[src/wmf_pkg.sv]
// Shared types and constants of the windowed mean filter.
package wmf_pkg;

	typedef enum logic [2:0] {
		ST_IDLE,
		ST_READ,
		ST_ACC,
		ST_RDIV,
		ST_FIN,
		ST_FDIV,
		ST_OUT
	} state_t;

	localparam logic [1:0] MODE_ARITH    = 2'd0;
	localparam logic [1:0] MODE_WEIGHTED = 2'd1;
	localparam logic [1:0] MODE_HARMONIC = 2'd2;
	localparam logic [1:0] MODE_EXP      = 2'd3;

	localparam logic [1:0] STAT_OK   = 2'd0;
	localparam logic [1:0] STAT_DIV0 = 2'd1;
	localparam logic [1:0] STAT_SAT  = 2'd2;

	localparam logic [1:0] CFG_MODE   = 2'd0;
	localparam logic [1:0] CFG_LENGTH = 2'd1;
	localparam logic [1:0] CFG_ALPHA  = 2'd2;

	localparam logic OP_PUSH  = 1'b0;
	localparam logic OP_WLOAD = 1'b1;

	localparam int CFG_INDEX_BITS = 2;
	localparam int CFG_DATA_BITS  = 9;
	localparam int MODE_BITS      = 2;
	localparam int LEN_BITS       = 7;
	localparam int ALPHA_BITS     = 9;
	localparam int WIDX_BITS      = 6;
	localparam int WVAL_BITS      = 8;
	localparam int STAT_BITS      = 2;
	localparam int RECIP_SHIFT    = 24;
	localparam int EXP_SHIFT      = 8;

	localparam logic [LEN_BITS-1:0]   LENGTH_RESET = 7'd40;
	localparam logic [ALPHA_BITS-1:0] ALPHA_RESET  = 9'd51;
	localparam logic [ALPHA_BITS-1:0] ALPHA_ONE    = 9'd256;
	localparam logic [WVAL_BITS-1:0]  WEIGHT_RESET = 8'd1;

endpackage

[src/windowed_mean_filter_core.sv]
// Top level of the windowed mean filter.
// Usage:
//   Input channel (in_valid/in_stall) carries one word: opcode, sample,
//   weight_index, weight_value. A weight load or a push that does not yet
//   fill the window is taken while idle and gives no result.
//   A push with a full window walks the sample ring in memory, with a read
//   state and an accumulate state per sample. Arithmetic and weighted modes
//   then run one final division. Exponential mode needs no division.
//   Harmonic mode adds one reciprocal division per nonzero sample; all
//   divisions go through the shared serial divider.
//   Output channel (out_valid/out_stall) carries mean and status; the output
//   register holds a word while stalled and the next input word is still
//   taken while it waits.
//   Config port (cfg_valid/cfg_ready, always ready) writes mode,
//   window_length, alpha; write only while the block is idle.
//   Reset: config to defaults, ring empty, weight table reads as all ones
//   through per-entry valid bits; no clearing pass.
module windowed_mean_filter_core import wmf_pkg::*; #(
	parameter int WINDOW_MAX  = 64,
	parameter int SAMPLE_BITS = 16
) (
	input  logic                          clk,
	input  logic                          arst_n,
	input  logic                          cfg_valid,
	output logic                          cfg_ready,
	input  logic [CFG_INDEX_BITS-1:0]     cfg_index,
	input  logic [CFG_DATA_BITS-1:0]      cfg_data,
	input  logic                          in_valid,
	output logic                          in_stall,
	input  logic                          opcode,
	input  logic signed [SAMPLE_BITS-1:0] sample,
	input  logic [WIDX_BITS-1:0]          weight_index,
	input  logic [WVAL_BITS-1:0]          weight_value,
	output logic                          out_valid,
	input  logic                          out_stall,
	output logic signed [SAMPLE_BITS-1:0] mean,
	output logic [STAT_BITS-1:0]          status
);

	localparam int IW   = $clog2(WINDOW_MAX);
	localparam int AW   = $clog2(WINDOW_MAX + 1);
	localparam int LW   = (AW > LEN_BITS) ? AW : LEN_BITS;
	localparam int BW   = IW + 2;
	localparam int SUMW = SAMPLE_BITS + WVAL_BITS + AW + 1;
	localparam int HW   = RECIP_SHIFT + AW + 2;
	localparam int DW   = (SUMW > HW) ? SUMW : HW;
	localparam int ACW  = DW + 1;
	localparam int EW   = SAMPLE_BITS + ALPHA_BITS + 2;
	localparam int XW   = SAMPLE_BITS + WVAL_BITS + 1;

	localparam logic [DW-1:0]  RECIP_NUM = DW'(1) << RECIP_SHIFT;
	localparam logic [ACW-1:0] SAT_HI    = (ACW'(1) << (SAMPLE_BITS - 1)) - ACW'(1);
	localparam logic [ACW-1:0] SAT_LO    = ~SAT_HI;
	localparam logic [EW-1:0]  EXP_ROUND = (EW'(1) << EXP_SHIFT) - EW'(1);

	state_t state_q, state_d;

	logic [MODE_BITS-1:0]  mode_q;
	logic [LEN_BITS-1:0]   wlen_q;
	logic [ALPHA_BITS-1:0] alpha_q;

	logic [IW-1:0]  wp_q, wp_next, rp_q, rp_next, k_q;
	logic [AW-1:0]  fill_q, fill_next, len_q, len_eff;
	logic [LW-1:0]  wlen_ext;
	logic [BW-1:0]  base_raw;
	logic [IW-1:0]  base;
	logic [ALPHA_BITS-1:0] alpha_eff;
	logic [WINDOW_MAX-1:0] wvalid_q;
	logic           wv_s1;
	logic           last, last_q, zero_q, xneg_q, fneg_q;

	logic in_accept, push, wload, start_ok, out_load;

	logic signed [ACW-1:0] acc_q, wsum_q;
	logic signed [SAMPLE_BITS-1:0] e_q, x, e_new;
	logic [SAMPLE_BITS-1:0] ring_rdata;
	logic [WVAL_BITS-1:0]   wram_rdata, w;
	logic signed [XW-1:0]   wx;
	logic signed [EW-1:0]   e_mix, e_div;
	logic signed [ACW-1:0]  xw, xmag, amag, qs, sat_in;
	logic [ALPHA_BITS:0]    one_minus_a;

	logic          div_start, div_done, fin_err;
	logic [DW-1:0] div_num, div_den, div_quo;
	logic [DW-1:0] fin_num, fin_den;
	logic          fin_neg;

	logic signed [SAMPLE_BITS-1:0] res_mean_q, out_mean_q, sat_val;
	logic [STAT_BITS-1:0]          res_stat_q, out_stat_q, sat_stat;
	logic                          out_valid_q;

	assign cfg_ready = 1'b1;

	always_ff @(posedge clk or negedge arst_n) begin
		if (!arst_n) begin
			mode_q  <= MODE_ARITH;
			wlen_q  <= LENGTH_RESET;
			alpha_q <= ALPHA_RESET;
		end else if (cfg_valid) begin
			case (cfg_index)
				CFG_MODE:   mode_q  <= cfg_data[MODE_BITS-1:0];
				CFG_LENGTH: wlen_q  <= cfg_data[LEN_BITS-1:0];
				CFG_ALPHA:  alpha_q <= cfg_data[ALPHA_BITS-1:0];
				default: ;
			endcase
		end
	end

	assign wlen_ext  = LW'(wlen_q);
	assign len_eff   = (wlen_ext == '0) ? AW'(1) :
		(wlen_ext > LW'(WINDOW_MAX)) ? AW'(WINDOW_MAX) : AW'(wlen_ext);
	assign alpha_eff   = (alpha_q > ALPHA_ONE) ? ALPHA_ONE : alpha_q;
	assign one_minus_a = {1'b0, ALPHA_ONE} - {1'b0, alpha_eff};

	assign in_accept = in_valid && !in_stall;
	assign push      = in_accept && (opcode == OP_PUSH);
	assign wload     = in_accept && (opcode == OP_WLOAD) &&
		(32'(weight_index) < WINDOW_MAX);

	assign wp_next   = (wp_q == IW'(WINDOW_MAX - 1)) ? '0 : wp_q + 1'b1;
	assign fill_next = (fill_q == AW'(WINDOW_MAX)) ? fill_q : fill_q + 1'b1;
	assign start_ok  = fill_next >= len_eff;
	assign base_raw  = BW'(wp_next) + BW'(WINDOW_MAX) - BW'(len_eff);
	assign base      = (base_raw >= BW'(WINDOW_MAX)) ?
		IW'(base_raw - BW'(WINDOW_MAX)) : IW'(base_raw);
	assign rp_next   = (rp_q == IW'(WINDOW_MAX - 1)) ? '0 : rp_q + 1'b1;
	assign last      = (AW'(k_q) == len_q - 1'b1);

	wmf_ram #(.WIDTH(SAMPLE_BITS), .DEPTH(WINDOW_MAX)) u_ring (
		.clk   (clk),
		.we    (push),
		.waddr (wp_q),
		.wdata (sample),
		.re    (state_q == ST_READ),
		.raddr (rp_q),
		.rdata (ring_rdata)
	);

	wmf_ram #(.WIDTH(WVAL_BITS), .DEPTH(WINDOW_MAX)) u_wtab (
		.clk   (clk),
		.we    (wload),
		.waddr (IW'(weight_index)),
		.wdata (weight_value),
		.re    (state_q == ST_READ),
		.raddr (k_q),
		.rdata (wram_rdata)
	);

	// datapath on the word read back from memory
	assign x     = signed'(ring_rdata);
	assign w     = wv_s1 ? wram_rdata : WEIGHT_RESET;
	assign wx    = XW'(x) * signed'(XW'({1'b0, w}));
	assign e_mix = EW'(e_q) * signed'(EW'(one_minus_a)) + signed'(EW'(alpha_eff)) * EW'(x);
	assign e_div = (e_mix < 0) ? ((e_mix + EXP_ROUND) >>> EXP_SHIFT) : (e_mix >>> EXP_SHIFT);
	assign e_new = e_div[SAMPLE_BITS-1:0];
	assign xw    = ACW'(x);
	assign xmag  = xw[ACW-1] ? -xw : xw;
	assign amag  = acc_q[ACW-1] ? -acc_q : acc_q;
	assign qs    = fneg_q ? -signed'(ACW'(div_quo)) : signed'(ACW'(div_quo));

	always_comb begin
		fin_num = amag[DW-1:0];
		fin_den = DW'(len_q);
		fin_neg = acc_q[ACW-1];
		fin_err = 1'b0;
		case (mode_q)
			MODE_ARITH: ;
			MODE_WEIGHTED: begin
				fin_den = wsum_q[DW-1:0];
				fin_err = (wsum_q == '0);
			end
			MODE_HARMONIC: begin
				fin_num = DW'(len_q) << RECIP_SHIFT;
				fin_den = amag[DW-1:0];
				fin_err = zero_q || (acc_q == '0);
			end
			default: fin_err = 1'b0;
		endcase
	end

	always_comb begin
		div_start = 1'b0;
		div_num   = fin_num;
		div_den   = fin_den;
		if (state_q == ST_ACC) begin
			div_start = (mode_q == MODE_HARMONIC) && (x != '0);
			div_num   = RECIP_NUM;
			div_den   = xmag[DW-1:0];
		end else if (state_q == ST_FIN) begin
			div_start = !fin_err && (mode_q != MODE_EXP);
		end
	end

	wmf_div #(.W(DW)) u_div (
		.clk    (clk),
		.arst_n (arst_n),
		.start  (div_start),
		.num    (div_num),
		.den    (div_den),
		.done   (div_done),
		.quo    (div_quo)
	);

	assign sat_in   = (state_q == ST_FDIV) ? qs : ACW'(e_q);
	assign sat_val  = (sat_in > signed'(SAT_HI)) ? SAMPLE_BITS'(SAT_HI) :
		(sat_in < signed'(SAT_LO)) ? SAMPLE_BITS'(SAT_LO) : sat_in[SAMPLE_BITS-1:0];
	assign sat_stat = ((sat_in > signed'(SAT_HI)) || (sat_in < signed'(SAT_LO))) ?
		STAT_SAT : STAT_OK;

	assign out_load = !out_valid_q || !out_stall;

	always_comb begin
		state_d = state_q;
		case (state_q)
			ST_IDLE: if (push && start_ok) state_d = ST_READ;
			ST_READ: state_d = ST_ACC;
			ST_ACC: begin
				if ((mode_q == MODE_HARMONIC) && (x != '0)) state_d = ST_RDIV;
				else if (last) state_d = ST_FIN;
				else state_d = ST_READ;
			end
			ST_RDIV: if (div_done) state_d = last_q ? ST_FIN : ST_READ;
			ST_FIN: state_d = (fin_err || (mode_q == MODE_EXP)) ? ST_OUT : ST_FDIV;
			ST_FDIV: if (div_done) state_d = ST_OUT;
			ST_OUT: if (out_load) state_d = ST_IDLE;
			default: state_d = ST_IDLE;
		endcase
	end

	always_comb begin
		in_stall = (state_q != ST_IDLE);
	end

	always_ff @(posedge clk or negedge arst_n) begin
		if (!arst_n) begin
			state_q     <= ST_IDLE;
			wp_q        <= '0;
			fill_q      <= '0;
			wvalid_q    <= '0;
			out_valid_q <= 1'b0;
		end else begin
			state_q <= state_d;
			if (push) begin
				wp_q   <= wp_next;
				fill_q <= fill_next;
			end
			if (wload) wvalid_q[IW'(weight_index)] <= 1'b1;
			if (state_q == ST_OUT && out_load) out_valid_q <= 1'b1;
			else if (!out_stall) out_valid_q <= 1'b0;
		end
	end

	always_ff @(posedge clk) begin
		case (state_q)
			ST_IDLE: begin
				acc_q  <= '0;
				wsum_q <= '0;
				e_q    <= '0;
				zero_q <= 1'b0;
				k_q    <= '0;
				rp_q   <= base;
				len_q  <= len_eff;
			end
			ST_READ: wv_s1 <= wvalid_q[k_q];
			ST_ACC: begin
				k_q    <= k_q + 1'b1;
				rp_q   <= rp_next;
				last_q <= last;
				xneg_q <= x[SAMPLE_BITS-1];
				case (mode_q)
					MODE_ARITH: acc_q <= acc_q + xw;
					MODE_WEIGHTED: begin
						acc_q  <= acc_q + ACW'(wx);
						wsum_q <= wsum_q + signed'(ACW'(w));
					end
					MODE_HARMONIC: if (x == '0) zero_q <= 1'b1;
					default: e_q <= e_new;
				endcase
			end
			ST_RDIV: begin
				if (div_done) begin
					acc_q <= xneg_q ? acc_q - signed'(ACW'(div_quo)) :
						acc_q + signed'(ACW'(div_quo));
				end
			end
			ST_FIN: begin
				fneg_q <= fin_neg;
				if (fin_err) begin
					res_mean_q <= '0;
					res_stat_q <= STAT_DIV0;
				end else begin
					res_mean_q <= sat_val;
					res_stat_q <= sat_stat;
				end
			end
			ST_FDIV: begin
				if (div_done) begin
					res_mean_q <= sat_val;
					res_stat_q <= sat_stat;
				end
			end
			ST_OUT: begin
				if (out_load) begin
					out_mean_q <= res_mean_q;
					out_stat_q <= res_stat_q;
				end
			end
			default: ;
		endcase
	end

	assign out_valid = out_valid_q;
	assign mean      = out_mean_q;
	assign status    = out_stat_q;

endmodule

[src/wmf_ram.sv]
// Generic single-port-write, registered-read RAM.
module wmf_ram #(
	parameter int WIDTH = 16,
	parameter int DEPTH = 64
) (
	input  logic                     clk,
	input  logic                     we,
	input  logic [$clog2(DEPTH)-1:0] waddr,
	input  logic [WIDTH-1:0]         wdata,
	input  logic                     re,
	input  logic [$clog2(DEPTH)-1:0] raddr,
	output logic [WIDTH-1:0]         rdata
);

	logic [WIDTH-1:0] mem_q [DEPTH];
	logic [WIDTH-1:0] rdata_q;

	always_ff @(posedge clk) begin
		if (we) begin
			mem_q[waddr] <= wdata;
		end
		if (re) begin
			rdata_q <= mem_q[raddr];
		end
	end

	assign rdata = rdata_q;

endmodule

[src/wmf_div.sv]
// Unsigned restoring divider, one quotient bit per cycle.
module wmf_div #(
	parameter int W = 33
) (
	input  logic         clk,
	input  logic         arst_n,
	input  logic         start,
	input  logic [W-1:0] num,
	input  logic [W-1:0] den,
	output logic         done,
	output logic [W-1:0] quo
);

	localparam int CW = $clog2(W + 1);

	logic [CW-1:0] cnt_q;
	logic          busy_q;
	logic          done_q;
	logic [W-1:0]  rem_q;
	logic [W-1:0]  quo_q;
	logic [W-1:0]  den_q;
	logic [W:0]    trial;
	logic          fits;

	assign trial = {rem_q, quo_q[W-1]};
	assign fits  = trial >= {1'b0, den_q};

	always_ff @(posedge clk or negedge arst_n) begin
		if (!arst_n) begin
			cnt_q  <= '0;
			busy_q <= 1'b0;
			done_q <= 1'b0;
		end else if (start) begin
			cnt_q  <= CW'(W);
			busy_q <= 1'b1;
			done_q <= 1'b0;
		end else if (busy_q) begin
			cnt_q <= cnt_q - 1'b1;
			if (cnt_q == CW'(1)) begin
				busy_q <= 1'b0;
				done_q <= 1'b1;
			end
		end else begin
			done_q <= 1'b0;
		end
	end

	always_ff @(posedge clk) begin
		if (start) begin
			rem_q <= '0;
			quo_q <= num;
			den_q <= den;
		end else if (busy_q) begin
			rem_q <= fits ? W'(trial - {1'b0, den_q}) : trial[W-1:0];
			quo_q <= {quo_q[W-2:0], fits};
		end
	end

	assign done = done_q;
	assign quo  = quo_q;

endmodule

[config.mk]
export PLATFORM = sky130hd
export DESIGN_NAME = windowed_mean_filter_core
export DESIGN_NICKNAME = d
export VERILOG_FILES = /design/src/wmf_pkg.sv /design/src/windowed_mean_filter_core.sv /design/src/wmf_ram.sv /design/src/wmf_div.sv
export SDC_FILE = /design/constraint.sdc
export NUM_CORES = 2
export LEC_CHECK = 0
export BUFFER_PORTS_ARGS = -buffer_cell sky130_fd_sc_hd__buf_2
export CORE_MARGIN = 4
export CORE_UTILIZATION = 57
export CTS_CLUSTER_DIAMETER = 60
export DETAILED_ROUTE_END_ITERATION = 10
export PLACE_DENSITY_LB_ADDON = 0.08
export SETUP_SLACK_MARGIN = 0.1
export SYNTH_ARGS = -nofsm -noshare
export SYNTH_HDL_FRONTEND = slang
export SYNTH_SLANG_ARGS = --single-unit
[constraint.sdc]
create_clock -name clk -period 9.1 [get_ports clk]
set_clock_uncertainty 0.1 [all_clocks]
set_input_delay 0.91 -clock clk [delete_from_list [all_inputs] [get_ports clk]]
set_output_delay 0.91 -clock clk [all_outputs]
set_load 0.05 [all_outputs]
==> flow_summary.json <==
{
  "outcome": "finished clean",
  "synth.most_common_cell": "edfxtp_1",
  "coreArea_mm2": 0.176,
  "initial_core_util": 0.574,
  "whs_endpoint": "mean[15]$_DFFE_PP_",
  "clock_sinks": 1910,
  "synth-edff-count": 1770,
  "drc": 0,
  "yosysTopAreaCellShare": 0.525,
  "drv_slew": 0,
  "synthCells": 6930,
  "clock_path_buffers": 3,
  "synth.top_cells.by_count": "edfxtp_1 (1,770), inv_1 (639), mux4_2 (525), fa_1 (452), nand2_1 (388)",
  "gr-total-overflow": 0,
  "min-delay-path-class": "reg -> reg",
  "slowest_stage": "fa_1",
  "grt_max_degree": 147,
  "drv_cap": 0,
  "clockRootBuffer": "clkbuf_16",
  "max_stage_delay_ns": 0.55,
  "ios": 68,
  "start_kind": "flop",
  "relSlewSlack": 0.135,
  "synth.avg_cell_area_um2": 14.6,
  "min_from": "res_mean_q[15]$_DFFE_PP_",
  "final_cells": 9517,
  "final_hold_viol_count": 0,
  "wirelength_mm": 246,
  "vias": 58100,
  "r2r_end": "e_q[15]$_SDFFCE_PN0P_",
  "grt.total_usage": 0.270,
  "synth_compound_area_frac": 0.0541,
  "max_slew.worst_pin.slew_ns": 1.30,
  "final_antenna_net_count": 0,
  "synth-async-reset-ratio": 0.0560,
  "yosys.area.top_type": "edfxtp_1",
  "synth_area_leaders": "edfxtp_1 (53%), mux4_2 (12%), fa_1 (8.9%), ha_1 (3.7%), dfrtp_1 (2.5%)",
  "yosys_warnings": 0,
  "cts_tree": "yes",
  "setup_viol": 0,
  "period_needed_ns": 8.50,
  "synth_top_family_by_area": "adder cells",
  "grt_pass1_wl_mm": 373,
  "fp.dieH_um": 429,
  "cp_max_fo": 16,
  "critPathKind": "reg -> reg",
  "yosys.area_share.xor_xnor": 0.0273,
  "synthAdderAreaFrac": 0.126,
  "floorplan.die_area_mm2": 0.184,
  "num_rows": 154,
  "clk_pin_slew_ns": 0.05,
  "r2r_cells": 30,
  "synthMuxAreaShare": 0.122,
  "crit_path_end_kind": "flop",
  "dp.cells": 9142,
  "dr.pass1.iters": 6,
  "period_share": 0.934,
  "num-fill-cells": 12900,
  "synth_flop_cell": "edfxtp_1",
  "grt_pass1_vias": 58600,
  "viasPerCell": 6.11,
  "cts_setup_buffers": 0,
  "clkLatencyLatePin_ns": 0.85,
  "crit_required_ns": 9.50,
  "hpwl_mm": 163,
  "crit_arrival_ns": 8.90,
  "ys_ff_latch": 1910,
  "drive_above_1_share": 0.162,
  "syn2layout_area_growth_pct": 9.53,
  "htreeDepth": 4,
  "antenna_found_initial": 6,
  "hold_depth": 0,
  "numCtsBuffers": 198,
  "place_congestion": 0.911,
  "synth_cell_types": 90,
  "reg2reg_from": "alpha_q[0]$_DFFE_PN1P_",
  "rsz0062_at_grt": "true",
  "nets": 7802,
  "portBuffers": 66,
  "r2r_setup_slack_ns": 0.60,
  "drt-wirelength-per-cell_um": 25.9,
  "drtIter0Drc": 5906,
  "setup_tns_ns": 0,
  "max_freq_ghz": 0.118,
  "crit_top_cell": "fa_1",
  "synth-simple-area-share": 0.0754,
  "syn_area_mm2": 0.101,
  "die-width_um": 429,
  "seq_area_frac_synth": 0.558
}
==> kinds of logic after synthesis <==
| family | after synthesis |
|---|---|
| xor gates and xnor gates | 315 |
| adders and majority gates | 752 |
| other | 2 |
| AOI/OAI and AO/OA | 869 |
| DFF | 1910 |
| muxes | 570 |
| and+or+nand+nor | 1525 |
| buffers and inverters | 987 |
==> routing by layer <==
layer,part of all wire,up-vias,track usage
met4,0.027,4,0.0708
met2,0.48,2105,0.431
met5,0.000085,-,0
met3,0.072,356,0.0421
met1,0.42,30000,0.394
li1,-,25700,-
==> worst max-delay path: cells and delay by family, from the launching register on <==
| kind | cells | cell delay (ns) |
|---|---|---|
| AOI/OAI and AO/OA | 4 | 0.94 |
| xor gates and xnor gates | 2 | 0.31 |
| adders and majority gates | 8 | 3.88 |
| buffers and inverters | 6 | 0.57 |
| DFF | 1 | 0.37 |
| and+or+nand+nor | 10 | 2.05 |
==> worst max path at each step <==
| stage | from | end | slack, ns | cells past startpoint |
|---|---|---|---|---|
| global route | alpha_q[0]$_DFFE_PN1P_ | e_q[15]$_SDFFCE_PN0P_ | 0.09 | 30 |
| finish | alpha_q[0]$_DFFE_PN1P_ | e_q[15]$_SDFFCE_PN0P_ | 0.60 | 30 |
| detailed placement | alpha_q[0]$_DFFE_PN1P_ | e_q[15]$_SDFFCE_PN0P_ | 0.47 | 30 |
| global placement | alpha_q[0]$_DFFE_PN1P_ | e_q[15]$_SDFFCE_PN0P_ | 0.55 | 30 |
| CTS | alpha_q[0]$_DFFE_PN1P_ | e_q[15]$_SDFFCE_PN0P_ | 0.48 | 30 |
| floorplan | alpha_q[8]$_DFFE_PN0P_ | e_q[12]$_SDFFCE_PN0P_ | 0.25 | 33 |
==> final cells by class <==
type                    instances  area (um^2)  share of cell area
flip-flops and latches       1910        56500               0.510
multi-input cells            4049        41100               0.371
clock buffers                 269         5370              0.0485
well taps                    2340         2930              0.0264
inverters                     642         2410              0.0217
repair buffers                202         1440              0.0129
clock inverters                99         1050             0.00952
diodes                          6         15.0            0.000135
==> repair_timing <==
item / in CTS / in global routing
endpoints found under the hold margin: 34 / 0
hold buffers: 1 / 0
gates resized for setup: 0 / 4
setup endpoints to repair: 0 / 6
==> per-stage QoR <==
step / cell area, um^2 / hold slack (ns) / util / setup slack (ns)
5_1_grt: 111000 / 0.326 / 0.629 / 0.0946
3_3_place_gp: 104000 / 0.301 / 0.592 / 0.546
4_1_cts: 111000 / 0.319 / 0.629 / 0.484
3_5_place_dp: 104000 / 0.306 / 0.592 / 0.474
6_report: 111000 / 0.320 / 0.629 / 0.596
2_1_floorplan: 101000 / 0.300 / - / 0.245
==> layout by cell type (no fill, tap or decap), types with 46 or more instances in the layout <==
| cell type | Yosys | routed |
|---|---|---|
| a21oi_1 | 233 | 232 |
| edfxtp_1 | 1770 | 1770 |
| xor2_1 | 137 | 136 |
| fa_1 | 452 | 452 |
| and2_1 | 200 | 200 |
| buf_4 | 1 | 129 |
| ha_1 | 300 | 299 |
| or2_2 | 76 | 76 |
| buf_2 | 8 | 65 |
| mux4_2 | 525 | 525 |
| dfrtp_1 | 101 | 100 |
| nand2_1 | 388 | 387 |
| o21ai_0 | 216 | 216 |
| a21o_1 | 93 | 93 |
| nor2_1 | 374 | 355 |
| inv_1 | 639 | 639 |
| xnor2_1 | 178 | 177 |
| nor3_1 | 57 | 55 |
| nand3_1 | 74 | 74 |
| nor2b_1 | 47 | 46 |
| clkbuf_1 | 268 | 57 |
| and3_1 | 107 | 107 |
| clkbuf_16 | 0 | 199 |
==> sequential cells by signal, summed over array words and instances (netlist names), 6 cells and up <==
| signal | flops |
|---|---|
| acc_q | 34 |
| alpha_q | 9 |
| e_q | 16 |
| fill_q | 7 |
| k_q | 6 |
| len_q | 7 |
| mean | 16 |
| res_mean_q | 16 |
| rp_q | 6 |
| u_div.cnt_q | 6 |
| u_div.den_q | 33 |
| u_div.quo | 33 |
| u_div.rem_q | 33 |
| u_ring.mem_q | 1024 |
| u_ring.rdata | 16 |
| u_wtab.mem_q | 512 |
| u_wtab.rdata | 8 |
| wlen_ext | 7 |
| wp_q | 6 |
| wsum_q | 34 |
| wvalid_q | 64 |
Power is not shown: default switching activity piles up to over one toggle a cycle in this logic, so the estimate is an artifact.
